<file path="config.mk">
export PLATFORM = sky130hd
export DESIGN_NAME = weekly_schedule_idle_timeout_core
export DESIGN_NICKNAME = d
export VERILOG_FILES = /design/src/hw/rtl/wsit_pkg.sv /design/src/hw/rtl/wsit_ram.sv /design/src/hw/rtl/wsit_map.sv /design/src/hw/rtl/wsit_hrem.sv /design/src/hw/rtl/weekly_schedule_idle_timeout_core.sv
export SDC_FILE = /design/constraint.sdc
export NUM_CORES = 2
export LEC_CHECK = 0
export BUFFER_PORTS_ARGS = -buffer_cell sky130_fd_sc_hd__buf_4
export CAP_MARGIN = 25
export CORE_MARGIN = 3
export CORE_UTILIZATION = 30
export CTS_BUF_LIST = sky130_fd_sc_hd__clkbuf_8
export DETAILED_ROUTE_END_ITERATION = 12
export HOLD_SLACK_MARGIN = 0.12
export PLACE_DENSITY_LB_ADDON = 0.12
export SKIP_LAST_GASP = 1
export SYNTH_ARGS = -nofsm -noshare
export SYNTH_HDL_FRONTEND = slang
export SYNTH_HIERARCHICAL = 1
export SYNTH_SLANG_ARGS = --single-unit
</file>
<file path="constraint.sdc">
create_clock -name clk -period 8 [get_ports clk]
set_input_delay 0.4 -clock clk [delete_from_list [all_inputs] [get_ports clk]]
set_output_delay 0.4 -clock clk [all_outputs]
set_load 0.1 [all_outputs]
</file>
<file path="src/hw/rtl/wsit_pkg.sv">
package wsit_pkg;

  localparam int DAY_COUNT     = 7;
  localparam int HOUR_COUNT    = 24;
  localparam int SLOT_COUNT    = DAY_COUNT * HOUR_COUNT;
  localparam int SLOT_W        = $clog2(SLOT_COUNT);
  localparam int SECS_PER_HOUR = 60 * 60;
  localparam int REM_W         = $clog2(SECS_PER_HOUR);
  localparam int NOW_W         = 32;
  localparam int RUN_W         = 20;
  localparam int TO_W          = 22;
  localparam int HOUR_W        = 5;
  localparam int DAY_W         = 3;
  localparam int SPAN_W        = 5;

  // hour length is 225 << 4; the odd factor goes by a reciprocal multiply
  localparam int HOUR_SHIFT   = 4;
  localparam int RECIP_SHIFT  = 36;
  localparam int RECIP_W      = 29;
  localparam int RECIP_PROD_W = NOW_W - HOUR_SHIFT + RECIP_W;
  localparam int HOUR_Q_W     = 21;
  localparam logic [RECIP_W-1:0] HOUR_RECIP = RECIP_W'(305419897);  // ceil(2^36 / 225)

  localparam logic [HOUR_W-1:0] MAX_HOUR = HOUR_W'(HOUR_COUNT - 1);
  localparam logic [DAY_W-1:0]  MAX_DAY  = DAY_W'(DAY_COUNT - 1);

  localparam logic [1:0] KIND_CLEAR = 2'd0;
  localparam logic [1:0] KIND_ADD   = 2'd1;
  localparam logic [1:0] KIND_QUERY = 2'd2;

  localparam logic [2:0] REG_SAVING_ENABLE    = 3'd0;
  localparam logic [2:0] REG_ACTIVE_TIMEOUT   = 3'd1;
  localparam logic [2:0] REG_WORK_TIMEOUT     = 3'd2;
  localparam logic [2:0] REG_REST_TIMEOUT     = 3'd3;
  localparam logic [2:0] REG_FAILBACK_TIMEOUT = 3'd4;

  typedef logic [SLOT_W-1:0] slot_t;

  typedef enum logic [3:0] {
    ST_IDLE,
    ST_APREP,
    ST_ADD,
    ST_QSTART,
    ST_QTYPE,
    ST_QBACK,
    ST_QFWD,
    ST_QREM,
    ST_QMUL,
    ST_QFIN,
    ST_DONE
  } state_t;

  typedef struct packed {
    logic  clear;
    logic  wr;
    slot_t waddr;
    logic  rd;
    slot_t raddr;
  } map_req_t;

  function automatic logic [HOUR_W-1:0] clamp_hour(input logic [HOUR_W-1:0] h);
    return (h > MAX_HOUR) ? MAX_HOUR : h;
  endfunction

  function automatic logic [DAY_W-1:0] clamp_day(input logic [DAY_W-1:0] d);
    return (d > MAX_DAY) ? MAX_DAY : d;
  endfunction

  function automatic slot_t slot_of(input logic [DAY_W-1:0] d, input logic [HOUR_W-1:0] h);
    return (slot_t'(d) << 4) + (slot_t'(d) << 3) + slot_t'(h);
  endfunction

  function automatic slot_t slot_inc(input slot_t s);
    return (s == slot_t'(SLOT_COUNT - 1)) ? '0 : s + 1'b1;
  endfunction

  function automatic slot_t slot_dec(input slot_t s);
    return (s == '0) ? slot_t'(SLOT_COUNT - 1) : s - 1'b1;
  endfunction

endpackage

</file>
<file path="src/hw/rtl/wsit_ram.sv">
module wsit_ram #(
  parameter int WIDTH = 1,
  parameter int DEPTH = 168
) (
  input  logic                     clk,
  input  logic                     we,
  input  logic [$clog2(DEPTH)-1:0] waddr,
  input  logic [WIDTH-1:0]         wdata,
  input  logic                     re,
  input  logic [$clog2(DEPTH)-1:0] raddr,
  output logic [WIDTH-1:0]         rdata
);

  logic [WIDTH-1:0] mem [DEPTH];

  always_ff @(posedge clk) begin
    if (we) begin
      mem[waddr] <= wdata;
    end
    if (re) begin
      rdata <= mem[raddr];
    end
  end

endmodule

</file>
<file path="src/hw/rtl/wsit_map.sv">
module wsit_map (
  input  logic               clk,
  input  logic               rst,
  input  wsit_pkg::map_req_t req,
  output logic               rd_bit
);
  import wsit_pkg::*;

  logic [SLOT_COUNT-1:0] valid;
  logic                  valid_rd;
  logic                  ram_rd;

  // entries never written since the last clear read as rest
  always_ff @(posedge clk) begin
    if (rst || req.clear) begin
      valid <= '0;
    end else if (req.wr) begin
      valid[req.waddr] <= 1'b1;
    end
  end

  always_ff @(posedge clk) begin
    if (req.rd) begin
      valid_rd <= valid[req.raddr];
    end
  end

  wsit_ram #(
    .WIDTH(1),
    .DEPTH(SLOT_COUNT)
  ) u_ram (
    .clk  (clk),
    .we   (req.wr),
    .waddr(req.waddr),
    .wdata(1'b1),
    .re   (req.rd),
    .raddr(req.raddr),
    .rdata(ram_rd)
  );

  assign rd_bit = valid_rd & ram_rd;

endmodule

</file>
<file path="src/hw/rtl/wsit_hrem.sv">
module wsit_hrem (
  input  logic                         clk,
  input  logic                         rst,
  input  logic                         start,
  input  logic [wsit_pkg::NOW_W-1:0]   value,
  output logic                         done,
  output logic [wsit_pkg::REM_W-1:0]   rem
);
  import wsit_pkg::*;

  logic [NOW_W-1:0]        val_q;
  logic [RECIP_PROD_W-1:0] prod;
  logic [HOUR_Q_W-1:0]     quot;
  logic                    busy;

  // whole hours by reciprocal multiply, remainder registered in the cycle after
  assign quot = prod[RECIP_SHIFT +: HOUR_Q_W];

  always_ff @(posedge clk) begin
    if (rst) begin
      busy <= 1'b0;
    end else begin
      busy <= start;
    end
  end

  always_ff @(posedge clk) begin
    if (start) begin
      val_q <= value;
      prod  <= RECIP_PROD_W'(value[NOW_W-1:HOUR_SHIFT]) * RECIP_PROD_W'(HOUR_RECIP);
    end
    if (busy) begin
      rem <= REM_W'(val_q - NOW_W'(quot) * NOW_W'(SECS_PER_HOUR));
    end
  end

  assign done = !busy;

endmodule

</file>
<file path="src/hw/rtl/weekly_schedule_idle_timeout_core.sv">
// a query's run walk goes over the single read port of the slot map, one slot a
// cycle back then forward, at most 168 slot reads and two read bubbles; the hour
// remainder runs alongside; a finished beat waits in ST_DONE while the output register
// holds an unaccepted result; throughput: one beat at a time, the next beat is taken once the
// result sits in the output register; rst (synchronous) returns the config registers to
// defaults and marks all slots rest at once
module weekly_schedule_idle_timeout_core (
  input  logic        clk,
  input  logic        rst,
  input  logic        s_tvalid,
  output logic        s_tready,
  input  logic [55:0] s_tdata,   // day, span_begin_hour, span_end_hour, clock_hour,
                                 // now_seconds, user_action
  input  logic [1:0]  s_tuser,   // kind
  output logic        m_tvalid,
  input  logic        m_tready,
  output logic [95:0] m_tdata,   // is_work, range_begin, begin_open, range_end, end_open,
                                 // idle_interval
  input  logic        psel,
  input  logic        penable,
  input  logic        pwrite,
  input  logic [4:0]  paddr,
  input  logic [31:0] pwdata,
  output logic [31:0] prdata,
  output logic        pready
);
  import wsit_pkg::*;

  logic            saving_enable;
  logic [TO_W-1:0] active_timeout;
  logic [TO_W-1:0] work_timeout;
  logic [TO_W-1:0] rest_timeout;
  logic [TO_W-1:0] failback_timeout;
  logic            cfg_we;

  state_t state;
  state_t state_next;

  logic              accept;
  logic [1:0]        kind_q;
  logic [DAY_W-1:0]  day_q;
  logic [HOUR_W-1:0] sb_q;
  logic [HOUR_W-1:0] se_q;
  logic [HOUR_W-1:0] hour_q;
  logic [NOW_W-1:0]  now_q;
  logic              act_q;

  map_req_t          map_req;
  logic              map_bit;
  logic              match;
  slot_t             pos_q;
  slot_t             ptr;
  slot_t             cnt;
  slot_t             back;
  logic [SPAN_W-1:0] nleft;
  logic              type_bit;
  logic              whole;
  logic              rd_live;

  logic             rem_start;
  logic             rem_done;
  logic [REM_W-1:0] rem;

  logic [NOW_W-1:0] trimmed;
  logic [RUN_W-1:0] db;
  logic [RUN_W-1:0] de;
  logic [NOW_W-1:0] rb;
  logic [NOW_W-1:0] re;
  logic [NOW_W:0]   end_sum;

  logic             res_load;
  logic             is_query;
  logic [TO_W-1:0]  passive;
  logic [TO_W-1:0]  idle;
  logic             o_is_work;
  logic [NOW_W-1:0] o_rb;
  logic             o_bo;
  logic [NOW_W-1:0] o_re;
  logic             o_eo;
  logic [TO_W-1:0]  o_idle;

  // register port
  assign pready = 1'b1;
  assign cfg_we = psel & penable & pwrite & pready;

  always_ff @(posedge clk) begin
    if (rst) begin
      saving_enable    <= 1'b1;
      active_timeout   <= TO_W'(600);
      work_timeout     <= TO_W'(21600);
      rest_timeout     <= TO_W'(600);
      failback_timeout <= TO_W'(259200);
    end else if (cfg_we) begin
      unique case (paddr[4:2])
        REG_SAVING_ENABLE:    saving_enable    <= pwdata[0];
        REG_ACTIVE_TIMEOUT:   active_timeout   <= pwdata[TO_W-1:0];
        REG_WORK_TIMEOUT:     work_timeout     <= pwdata[TO_W-1:0];
        REG_REST_TIMEOUT:     rest_timeout     <= pwdata[TO_W-1:0];
        REG_FAILBACK_TIMEOUT: failback_timeout <= pwdata[TO_W-1:0];
        default: ;
      endcase
    end
  end

  always_comb begin
    unique case (paddr[4:2])
      REG_SAVING_ENABLE:    prdata = {31'd0, saving_enable};
      REG_ACTIVE_TIMEOUT:   prdata = 32'(active_timeout);
      REG_WORK_TIMEOUT:     prdata = 32'(work_timeout);
      REG_REST_TIMEOUT:     prdata = 32'(rest_timeout);
      REG_FAILBACK_TIMEOUT: prdata = 32'(failback_timeout);
      default:              prdata = '0;
    endcase
  end

  // sequencer
  assign accept = s_tvalid & s_tready;
  assign match  = (map_bit == type_bit);

  always_ff @(posedge clk) begin
    if (rst) begin
      state <= ST_IDLE;
    end else begin
      state <= state_next;
    end
  end

  always_comb begin
    state_next = state;
    unique case (state)
      ST_IDLE: begin
        if (accept) begin
          unique case (s_tuser)
            KIND_ADD:   state_next = ST_APREP;
            KIND_QUERY: state_next = ST_QSTART;
            default:    state_next = ST_DONE;
          endcase
        end
      end
      ST_APREP:  state_next = (sb_q == se_q) ? ST_DONE : ST_ADD;
      ST_ADD:    if (nleft == SPAN_W'(1)) state_next = ST_DONE;
      ST_QSTART: state_next = ST_QTYPE;
      ST_QTYPE:  state_next = ST_QBACK;
      ST_QBACK: begin
        if (rd_live && !match) begin
          state_next = ST_QFWD;
        end else if (rd_live && cnt == slot_t'(SLOT_COUNT - 2)) begin
          state_next = ST_QREM;
        end
      end
      ST_QFWD: begin
        if (rd_live && (!match || cnt == slot_t'(SLOT_COUNT - 2))) begin
          state_next = ST_QREM;
        end
      end
      ST_QREM:   if (rem_done) state_next = ST_QMUL;
      ST_QMUL:   state_next = ST_QFIN;
      ST_QFIN:   state_next = ST_DONE;
      ST_DONE:   if (!m_tvalid || m_tready) state_next = ST_IDLE;
      default:   state_next = ST_IDLE;
    endcase
  end

  always_comb begin
    s_tready      = 1'b0;
    res_load      = 1'b0;
    rem_start     = 1'b0;
    map_req       = '0;
    map_req.waddr = ptr;
    map_req.raddr = ptr;
    unique case (state)
      ST_IDLE: begin
        s_tready      = 1'b1;
        map_req.clear = accept && (s_tuser == KIND_CLEAR);
        rem_start     = accept && (s_tuser == KIND_QUERY);
      end
      ST_ADD:  map_req.wr = 1'b1;
      ST_QSTART: begin
        map_req.rd    = 1'b1;
        map_req.raddr = slot_of(day_q, hour_q);
      end
      ST_QBACK, ST_QFWD: map_req.rd = 1'b1;
      ST_DONE: res_load = !m_tvalid || m_tready;
      default: ;
    endcase
  end

  always_ff @(posedge clk) begin
    if (rst) begin
      rd_live <= 1'b0;
    end else begin
      unique case (state)
        ST_QBACK: rd_live <= !(rd_live && !match);
        ST_QFWD:  rd_live <= 1'b1;
        default:  rd_live <= 1'b0;
      endcase
    end
  end

  always_ff @(posedge clk) begin
    if (accept) begin
      kind_q <= s_tuser;
      day_q  <= clamp_day(s_tdata[2:0]);
      sb_q   <= clamp_hour(s_tdata[7:3]);
      se_q   <= clamp_hour(s_tdata[12:8]);
      hour_q <= clamp_hour(s_tdata[17:13]);
      now_q  <= s_tdata[49:18];
      act_q  <= s_tdata[50];
    end
    unique case (state)
      ST_APREP: begin
        ptr   <= slot_of(day_q, sb_q);
        nleft <= (sb_q < se_q) ? se_q - sb_q : SPAN_W'(HOUR_COUNT) - sb_q + se_q;
      end
      ST_ADD: begin
        ptr   <= slot_inc(ptr);
        nleft <= nleft - 1'b1;
      end
      ST_QSTART: pos_q <= slot_of(day_q, hour_q);
      ST_QTYPE: begin
        type_bit <= map_bit;
        ptr      <= slot_dec(pos_q);
        cnt      <= '0;
        whole    <= 1'b1;
      end
      ST_QBACK: begin
        if (rd_live && !match) begin
          whole <= 1'b0;
          back  <= cnt;
          cnt   <= '0;
          ptr   <= slot_inc(pos_q);
        end else begin
          ptr <= slot_dec(ptr);
          if (rd_live) begin
            cnt  <= cnt + 1'b1;
            back <= cnt + 1'b1;
          end
        end
      end
      ST_QFWD: begin
        ptr <= slot_inc(ptr);
        if (rd_live && match) begin
          cnt <= cnt + 1'b1;
        end
      end
      ST_QMUL: begin
        db      <= RUN_W'(back) * RUN_W'(SECS_PER_HOUR);
        de      <= (RUN_W'(cnt) + 1'b1) * RUN_W'(SECS_PER_HOUR);
        trimmed <= now_q - NOW_W'(rem);
      end
      ST_QFIN: begin
        rb <= (NOW_W'(db) > trimmed) ? '0 : trimmed - NOW_W'(db);
        re <= end_sum[NOW_W] ? '1 : end_sum[NOW_W-1:0];
      end
      default: ;
    endcase
  end

  assign end_sum = {1'b0, trimmed} + (NOW_W + 1)'(de);

  wsit_map u_map (
    .clk   (clk),
    .rst   (rst),
    .req   (map_req),
    .rd_bit(map_bit)
  );

  wsit_hrem u_hrem (
    .clk  (clk),
    .rst  (rst),
    .start(rem_start),
    .value(s_tdata[49:18]),
    .done (rem_done),
    .rem  (rem)
  );

  // timeout selection
  assign is_query = (kind_q == KIND_QUERY);
  assign passive  = type_bit ? work_timeout : rest_timeout;

  always_comb begin
    if (!saving_enable) begin
      idle = act_q ? failback_timeout : rest_timeout;
    end else if (act_q && active_timeout > passive) begin
      idle = active_timeout;
    end else begin
      idle = passive;
    end
  end

  // output register
  always_ff @(posedge clk) begin
    if (rst) begin
      m_tvalid <= 1'b0;
    end else if (res_load) begin
      m_tvalid <= 1'b1;
    end else if (m_tready) begin
      m_tvalid <= 1'b0;
    end
  end

  always_ff @(posedge clk) begin
    if (res_load) begin
      o_is_work <= is_query & type_bit;
      o_bo      <= is_query & whole;
      o_eo      <= is_query & whole;
      o_idle    <= is_query ? idle : '0;
      if (!is_query) begin
        o_rb <= '0;
        o_re <= '0;
      end else if (whole) begin
        o_rb <= '0;
        o_re <= '1;
      end else begin
        o_rb <= rb;
        o_re <= re;
      end
    end
  end

  assign m_tdata = {7'd0, o_idle, o_eo, o_re, o_bo, o_rb, o_is_work};

  a_query_walks: assert property (@(posedge clk) disable iff (rst)
    accept && s_tuser == KIND_QUERY |=> state == ST_QSTART)
    else $error("query beat did not start the slot walk");

  a_walk_bound: assert property (@(posedge clk) disable iff (rst)
    (state == ST_QBACK || state == ST_QFWD) |-> cnt <= slot_t'(SLOT_COUNT - 2))
    else $error("run walk went past the week");

  a_rem_ready: assert property (@(posedge clk) disable iff (rst)
    state == ST_QMUL |-> rem_done)
    else $error("hour remainder used before it finished");

  a_open_pair: assert property (@(posedge clk) disable iff (rst)
    m_tvalid |-> o_bo == o_eo)
    else $error("open flags disagree on result beat");

endmodule
</file>
## Yosys cells after proc, flatten, opt, wreduce, memory -nomap -nowiden

Index checks and enable logic that the tools add are counted.

| cells by class | value |
|---|---|
| add/subtract/negate cells | 17 |
| multiply operators | 4 |
| divide/modulo/power cells | 0 |
| magnitude comparators | 10 |
| equal/unequal tests | 32 |
| shifts and indexed selects | 0 |
| mux-type cells | 45 |
| bitwise operators | 8 |
| reduce and logical (&&, ||, !) cells | 37 |

Operators with widths:

| cell | count |
|---|---|
| $or 168x168->168 | 1 |
| $pmux 22 s5 | 1 |
| $mux 22 | 4 |
| $mux 8 | 10 |
| $mul 28x29->57 const B | 1 |
| $pmux 4 s11 | 1 |
| $add 32x20->33 | 1 |
| $gt 20x32->1 | 1 |
| $mux 32 | 1 |
| $mux 4 | 8 |
| $pmux 8 s4 | 1 |
| $sub 32x12->32 | 1 |
| $sub 32x20->32 | 1 |
| $add 8x1->8 const B | 3 |
| $eq 8x8->1 const B | 3 |
| $pmux 8 s3 | 1 |
| $gt 22x22->1 | 1 |
| $mul 21x8->8 const B | 1 |
| $lt 8x9->1 const B | 2 |
| $add 8x5->8 | 2 |
| $eq 4x3->1 const B | 4 |
| $logic_not 8->1 | 2 |
| $mul 8x8->16 const B | 1 |
| $mul 9x8->16 const B | 1 |
| 48 further kinds | 100 |

| storage, ports and cells | value |
|---|---|
| register bits after elaboration | 655 |
| bits in latches | 0 |
| bits in writable memories | 0 |
| ROM bits | 0 |
| output and inout port bits | 131 |
| word-level logic and storage cells | 192 |
| memories | 0 |

## Depth between registers and ports, before layout

| logic depth | value |
|---|---|
| depth in word-level cells | 7 |
| depth in mapped cells | 23 |
| mapped depth without buffers | 23 |

## Modules after synthesis

The synthesis kept the hierarchy.

By module, submodules not included:

| module | instances | cells an instance | area an instance (µm²) |
|---|---|---|---|
| weekly_schedule_idle_timeout_core | 1 | 2194 | 22795.6 |
| wsit_hrem | 1 | 1225 | 12523.3 |
| wsit_ram | 1 | 529 | 7554.7 |
| wsit_map | 1 | 734 | 6787.8 |

## Worst setup path before layout

Ideal clock, no wire load.

| path | value |
|---|---|
| path type | in2reg |
| from | in s_tdata[47] |
| to | reg u_hrem.prod[37], data pin |
| arrival | 5.537 ns |
| path slack | 2.199 ns |
| cell stages on the path | 21 |
| path through | fa_1 > xor2_1 > ha_1 > a21oi_1 > fa_1 > inv_1 > fa_1 > inv_1 > fa_1 > inv_1 > fa_1 > inv_1 > fa_1 > inv_1 > ha_1 > a21o_1 > o21bai_1 > nor4b_1 > o211ai_1 > a221oi_2 > xnor2_1 |

| on the way | value |
|---|---|
| word-level cells in the longest chain between the ends | 1 |

RTL lines:

| what | line | source |
|---|---|---|
| start, declared | weekly_schedule_idle_timeout_core.sv:12 | `input logic [55:0] s_tdata,` |
| $mul 28x29->57 | wsit_hrem.sv:30 | `prod <= RECIP_PROD_W'(value[NOW_W-1:HOUR_SHIFT]) * RECIP_PROD_W'(HOUR_RECIP);` |
| end signal, assigned | wsit_hrem.sv:30 |  |
| end, declared | wsit_hrem.sv:12 | `logic [RECIP_PROD_W-1:0] prod;` |

Every way passes these cells.
A chain may end at the register's enable or synchronous reset.

## Worst setup path after layout

Same ends and word-level chain as after synthesis.

==> summary.md <==
| Metric | Value |
|---|---|
| Critical path, cell by cell | `dlygate4sd3_1 -> buf_4 -> fa_1 -> xor2_1 -> ha_1 -> a21oi_1 -> fa_1 -> inv_1 -> fa_1 -> inv_1 -> fa_1 -> inv_1 -> fa_1 -> inv_1 -> fa_1 -> inv_1 -> ha_1 -> a21o_1 -> o21bai_1 -> nor4b_1 -> o211ai_1 -> a221oi_2 -> xnor2_1` |
| Clk slew on worst S/H paths | `60 ps` |
| GRT Residual Overflow | `0` |
| TritonCTS buffer count | `about 150` |
| Post-Layout Cell Count | `around 7500` |
| VDD IR-drop max | `0.000586 V` |
| Yosys warning total | `6` |
| Final nets | `5972` |
| Max_cap viols | `0` |
| PostCTS Resize Cnt | `0` |
| Layout cells sized above 1 | `11.2%` |
| Initial core utilization | `around 30%` |
| Fin util | `35.4%` |
| CTS H-tree depth | `4` |
| CTS Buffer Depth | `3` |
| IO Count | `between 200 and 250` |
| Clock Power Share | `between 10% and 20%` |
| Dpl cells | `approximately 7000` |
| Final Cycle Share | `about four fifths` |
| Syn_area_per_cell | `~11 um^2` |
| Multi-input combinational cell area | `about 27000 um^2` |
| Leak Pwr | `between 20 and 25 nW` |
| Logic pwr share | `between 60% and 70%` |
| Fraction of registers with async set or reset after synthesis | `0%` |
| Internal power | `roughly 12 mW` |
| Largest net degree at the start of global routing | `100` |
| PwrDens | `about 400 nW/um^2` |
| FP Rows | `approximately 150` |
| TritonCTS clock tree | `built` |
| Worst Path Arrival | `6900 ps` |
| Class of the worst hold path | `in -> reg` |
| Crit path time final | `6350 ps` |
| Die H | `roughly 410 um` |
| Final hold vios | `0` |
| Die area | `around 170000 um^2` |
| Vias in the first global route | `between 30000 and 40000` |
| ANT nets after route | `0` |
| Vias/cell | `4.68` |
| WP buf/inv | `7` |
| Drt first pass iters | `7` |
| Max Freq | `between 0.15 and 0.2 GHz` |
| Synthesis-to-layout area growth | `16.5%` |
| Count of cell types in the netlist | `100` |
| Worst path most repeated cell | `fa_1` |
| Rel. slew slack | `around 27%` |
| Core area | `roughly 160000 um^2` |
| Sequential share of power | `a little under a quarter` |
| Post-Route WL | `around 140000 um` |
| RSZ-0062 raised after global routing | `no` |
| Setup TNS | `0 ps` |
| Setup Fix Bufs, Post-CTS | `0` |
| Min Hold Slack | `around 230 ps` |
| CP Max Fanout | `9` |
| Slew @ Worst Pin | `about 1100 ps` |
| Post-CTS Hold Fix Bufs | `85` |
| Total Routing Usage GR | `between 15 and 20%` |
| HPWL after DPL | `slightly above 100000 um` |
| Crit-path max cell delay | `about 600 ps` |
| DR DRC count | `0` |
| NetSw | `about 11 mW` |
| Port Buffers | `a little under 200` |
| #FFs+latches synth | `around 770` |
| Post-synth EDFFs | `a little over 500` |
| Die width | `just over 400 um` |
| Crit path kind | `in -> reg` |
| Number of setup violations in the final report | `0` |
| FF/Latch Area | `just over 20000 um^2` |
| Switch share | `a little under half` |
| DR vias | `34900` |
| Post-synthesis cell area | `between 40000 and 50000 um^2` |
| Most used DFF post-synth | `edfxtp_1` |
| Gate count of the mapped netlist | `~4700` |
| Fillers | `16700` |
| Global placement routability congestion | `approximately 0.81` |
| Clk_skew | `about 42 ps` |
| Slowest CP cell | `fa_1` |
| Worst EP required | `approximately 8600 ps` |
| Seq/Total Area, Yosys | `around two fifths` |
| First-pass GRT wire length | `218000 um` |
| Crit path max-delay family | `adder cells` |
| Clk_lat worst skew | `840 ps` |
| Root buf cell | `clkbuf_8` |
| Num Clock Sinks | `774` |
| Max Slew Vio Count | `0` |
| Status | `completed` |
| Crit. End Element | `register` |
| Initial antenna violation count | `7` |
| CP Launch Type | `input pin` |
| Iter 0 DRT Violations | `about 2200` |
| Wire per inst | `19.2 um` |
-- tightest hold or removal path, delay by kind of cell --
kind	cells	cell delay, ps
AND/OR/NAND/NOR	3	420
AO/OA/AOI/OAI	1	110
buffers and inverters	1	70
-- sequential cells by signal, indices dropped and copies added (netlist names), 12 cells and up --
| register | flops |
|---|---|
| o_re | 32 |
| db | 16 |
| u_map/valid | 168 |
| de | 16 |
| u_map/u_ram/mem | 168 |
| u_hrem/rem | 12 |
| o_rb | 32 |
| now_q | 32 |
| u_hrem/val_q | 12 |
| active_timeout | 22 |
| re | 32 |
| rb | 32 |
| rest_timeout | 22 |
| o_idle | 22 |
| trimmed | 32 |
| failback_timeout | 22 |
| work_timeout | 22 |
-- synthesized netlist by cell type, types with 10 or more instances --
master / n / area [um^2]
o22ai_1: 13 / 81.3
xnor2_1: 103 / 902
nor2_1: 569 / 2140
a31oi_1: 18 / 113
a211oi_1: 17 / 128
mux2_2: 36 / 405
nand2_1: 352 / 1320
and2_1: 15 / 93.8
and3_1: 54 / 338
nor2b_1: 42 / 263
nand4_1: 19 / 119
a21o_1: 42 / 315
o21ai_0: 74 / 370
o21bai_1: 14 / 105
clkbuf_1: 137 / 514
buf_4: 35 / 263
mux2i_1: 107 / 1070
xor2_1: 50 / 438
nand2b_1: 63 / 394
buf_2: 14 / 70.1
mux4_1: 18 / 473
a31o_2: 11 / 96.3
inv_1: 562 / 2110
o31ai_1: 11 / 82.6
edfxtp_1: 510 / 15300
a21oi_1: 349 / 1750
o21a_1: 12 / 90.1
or2_2: 10 / 62.6
o21ai_1: 16 / 80.1
ha_1: 441 / 5520
nand3b_1: 27 / 203
a221oi_1: 13 / 114
nand3_1: 65 / 325
buf_1: 10 / 37.5
a22oi_1: 56 / 420
nor4_1: 11 / 68.8
o211ai_1: 11 / 82.6
a31o_1: 11 / 96.3
fa_1: 274 / 5490
dfxtp_1: 264 / 5290
nor3_1: 52 / 260
mux4_2: 50 / 1130
-- power groups by stage --
stage                     clock (mW)  sequential, mW  combinational, mW
after floorplan                    0            5.55               10.1
after global placement             0            5.36               14.3
after detailed placement           0            5.37               14.3
after CTS                       3.93            5.29               14.5
after global routing            4.10            5.33               16.2
final                           3.75            5.28               14.3
-- layout by cell type (no fill, tap or decap), types with 52 or more instances in the layout --
cell           netlist  routed
fa_1               274     274
edfxtp_1           510     510
buf_4               35     249
inv_1              562     624
mux2i_1            107     107
xnor2_1            103     103
dfxtp_1            264     264
clkbuf_8             0     164
nand2b_1            63      62
nand3_1             65      65
a21oi_1            349     349
a22oi_1             56      56
ha_1               441     441
dlygate4sd3_1        0      85
and3_1              54      52
o21ai_0             74      72
nor2_1             569     568
nand2_1            352     352
conb_1               3     186
-- layout make-up --
| type | count | area share, % |
|---|---|---|
| Antenna cell | 6 | 0.0259 |
| Clock buffer | 164 | 3.90 |
| Clock inverter | 110 | 0.994 |
| Inverter | 563 | 3.65 |
| Multi-Input combinational cell | 3323 | 46.2 |
| Sequential cell | 774 | 35.6 |
| Tap cell | 2175 | 4.70 |
| Timing Repair Buffer | 342 | 4.89 |
-- metrics by stage --
stage | instance area [um^2] | setup WS, ps | total power [mW]
after floorplan | 50300 | 2200 | 15.6
after global placement | 54000 | 1420 | 19.7
after detailed placement | 54100 | 1440 | 19.7
after CTS | 57800 | 1790 | 23.7
after global routing | 57900 | 1390 | 25.6
final | 57900 | 1650 | 23.3
-- final timing paths --
check        slack [ps]                         to  cells after the start                 startpoint
max reg2reg        3440           de[19]$_DFFE_PP_                     17           cnt[0]$_DFFE_PP_
max                1650  u_hrem/prod[37]$_DFFE_PP_                     23                s_tdata[47]
min                 230      state[3]$_SDFFE_PP0P_                      5                   m_tready
min reg2reg         420    u_hrem/rem[0]$_DFFE_PP_                      0  u_hrem/val_q[0]$_DFFE_PP_
-- cells by family (layout without fill, tap and decap cells) --
group	Yosys count	count (layout)	synth area share (%)
flops	774	774	41.5
other cells	3	192	0.0227
buf+inv	768	1179	6.25
mux	212	212	6.22
compound gates	732	732	9.15
xor+xnor	153	153	2.70
simple gates	1325	1325	12.0
fa+ha+maj	715	715	22.2
-- layer usage --
| layer | part of all wire (%) | GRT usage, % | vias to the layer above |
|---|---|---|---|
| li1 | - | - | 16900 |
| met1 | 47 | 23.2 | 17100 |
| met2 | 46 | 27.3 | 743 |
| met3 | 4.6 | 2.70 | 177 |
| met4 | 1.9 | 4.36 | 0 |
| met5 | 0 | 0 | - |
No activity file was read; power rests on OpenSTA's default activity.
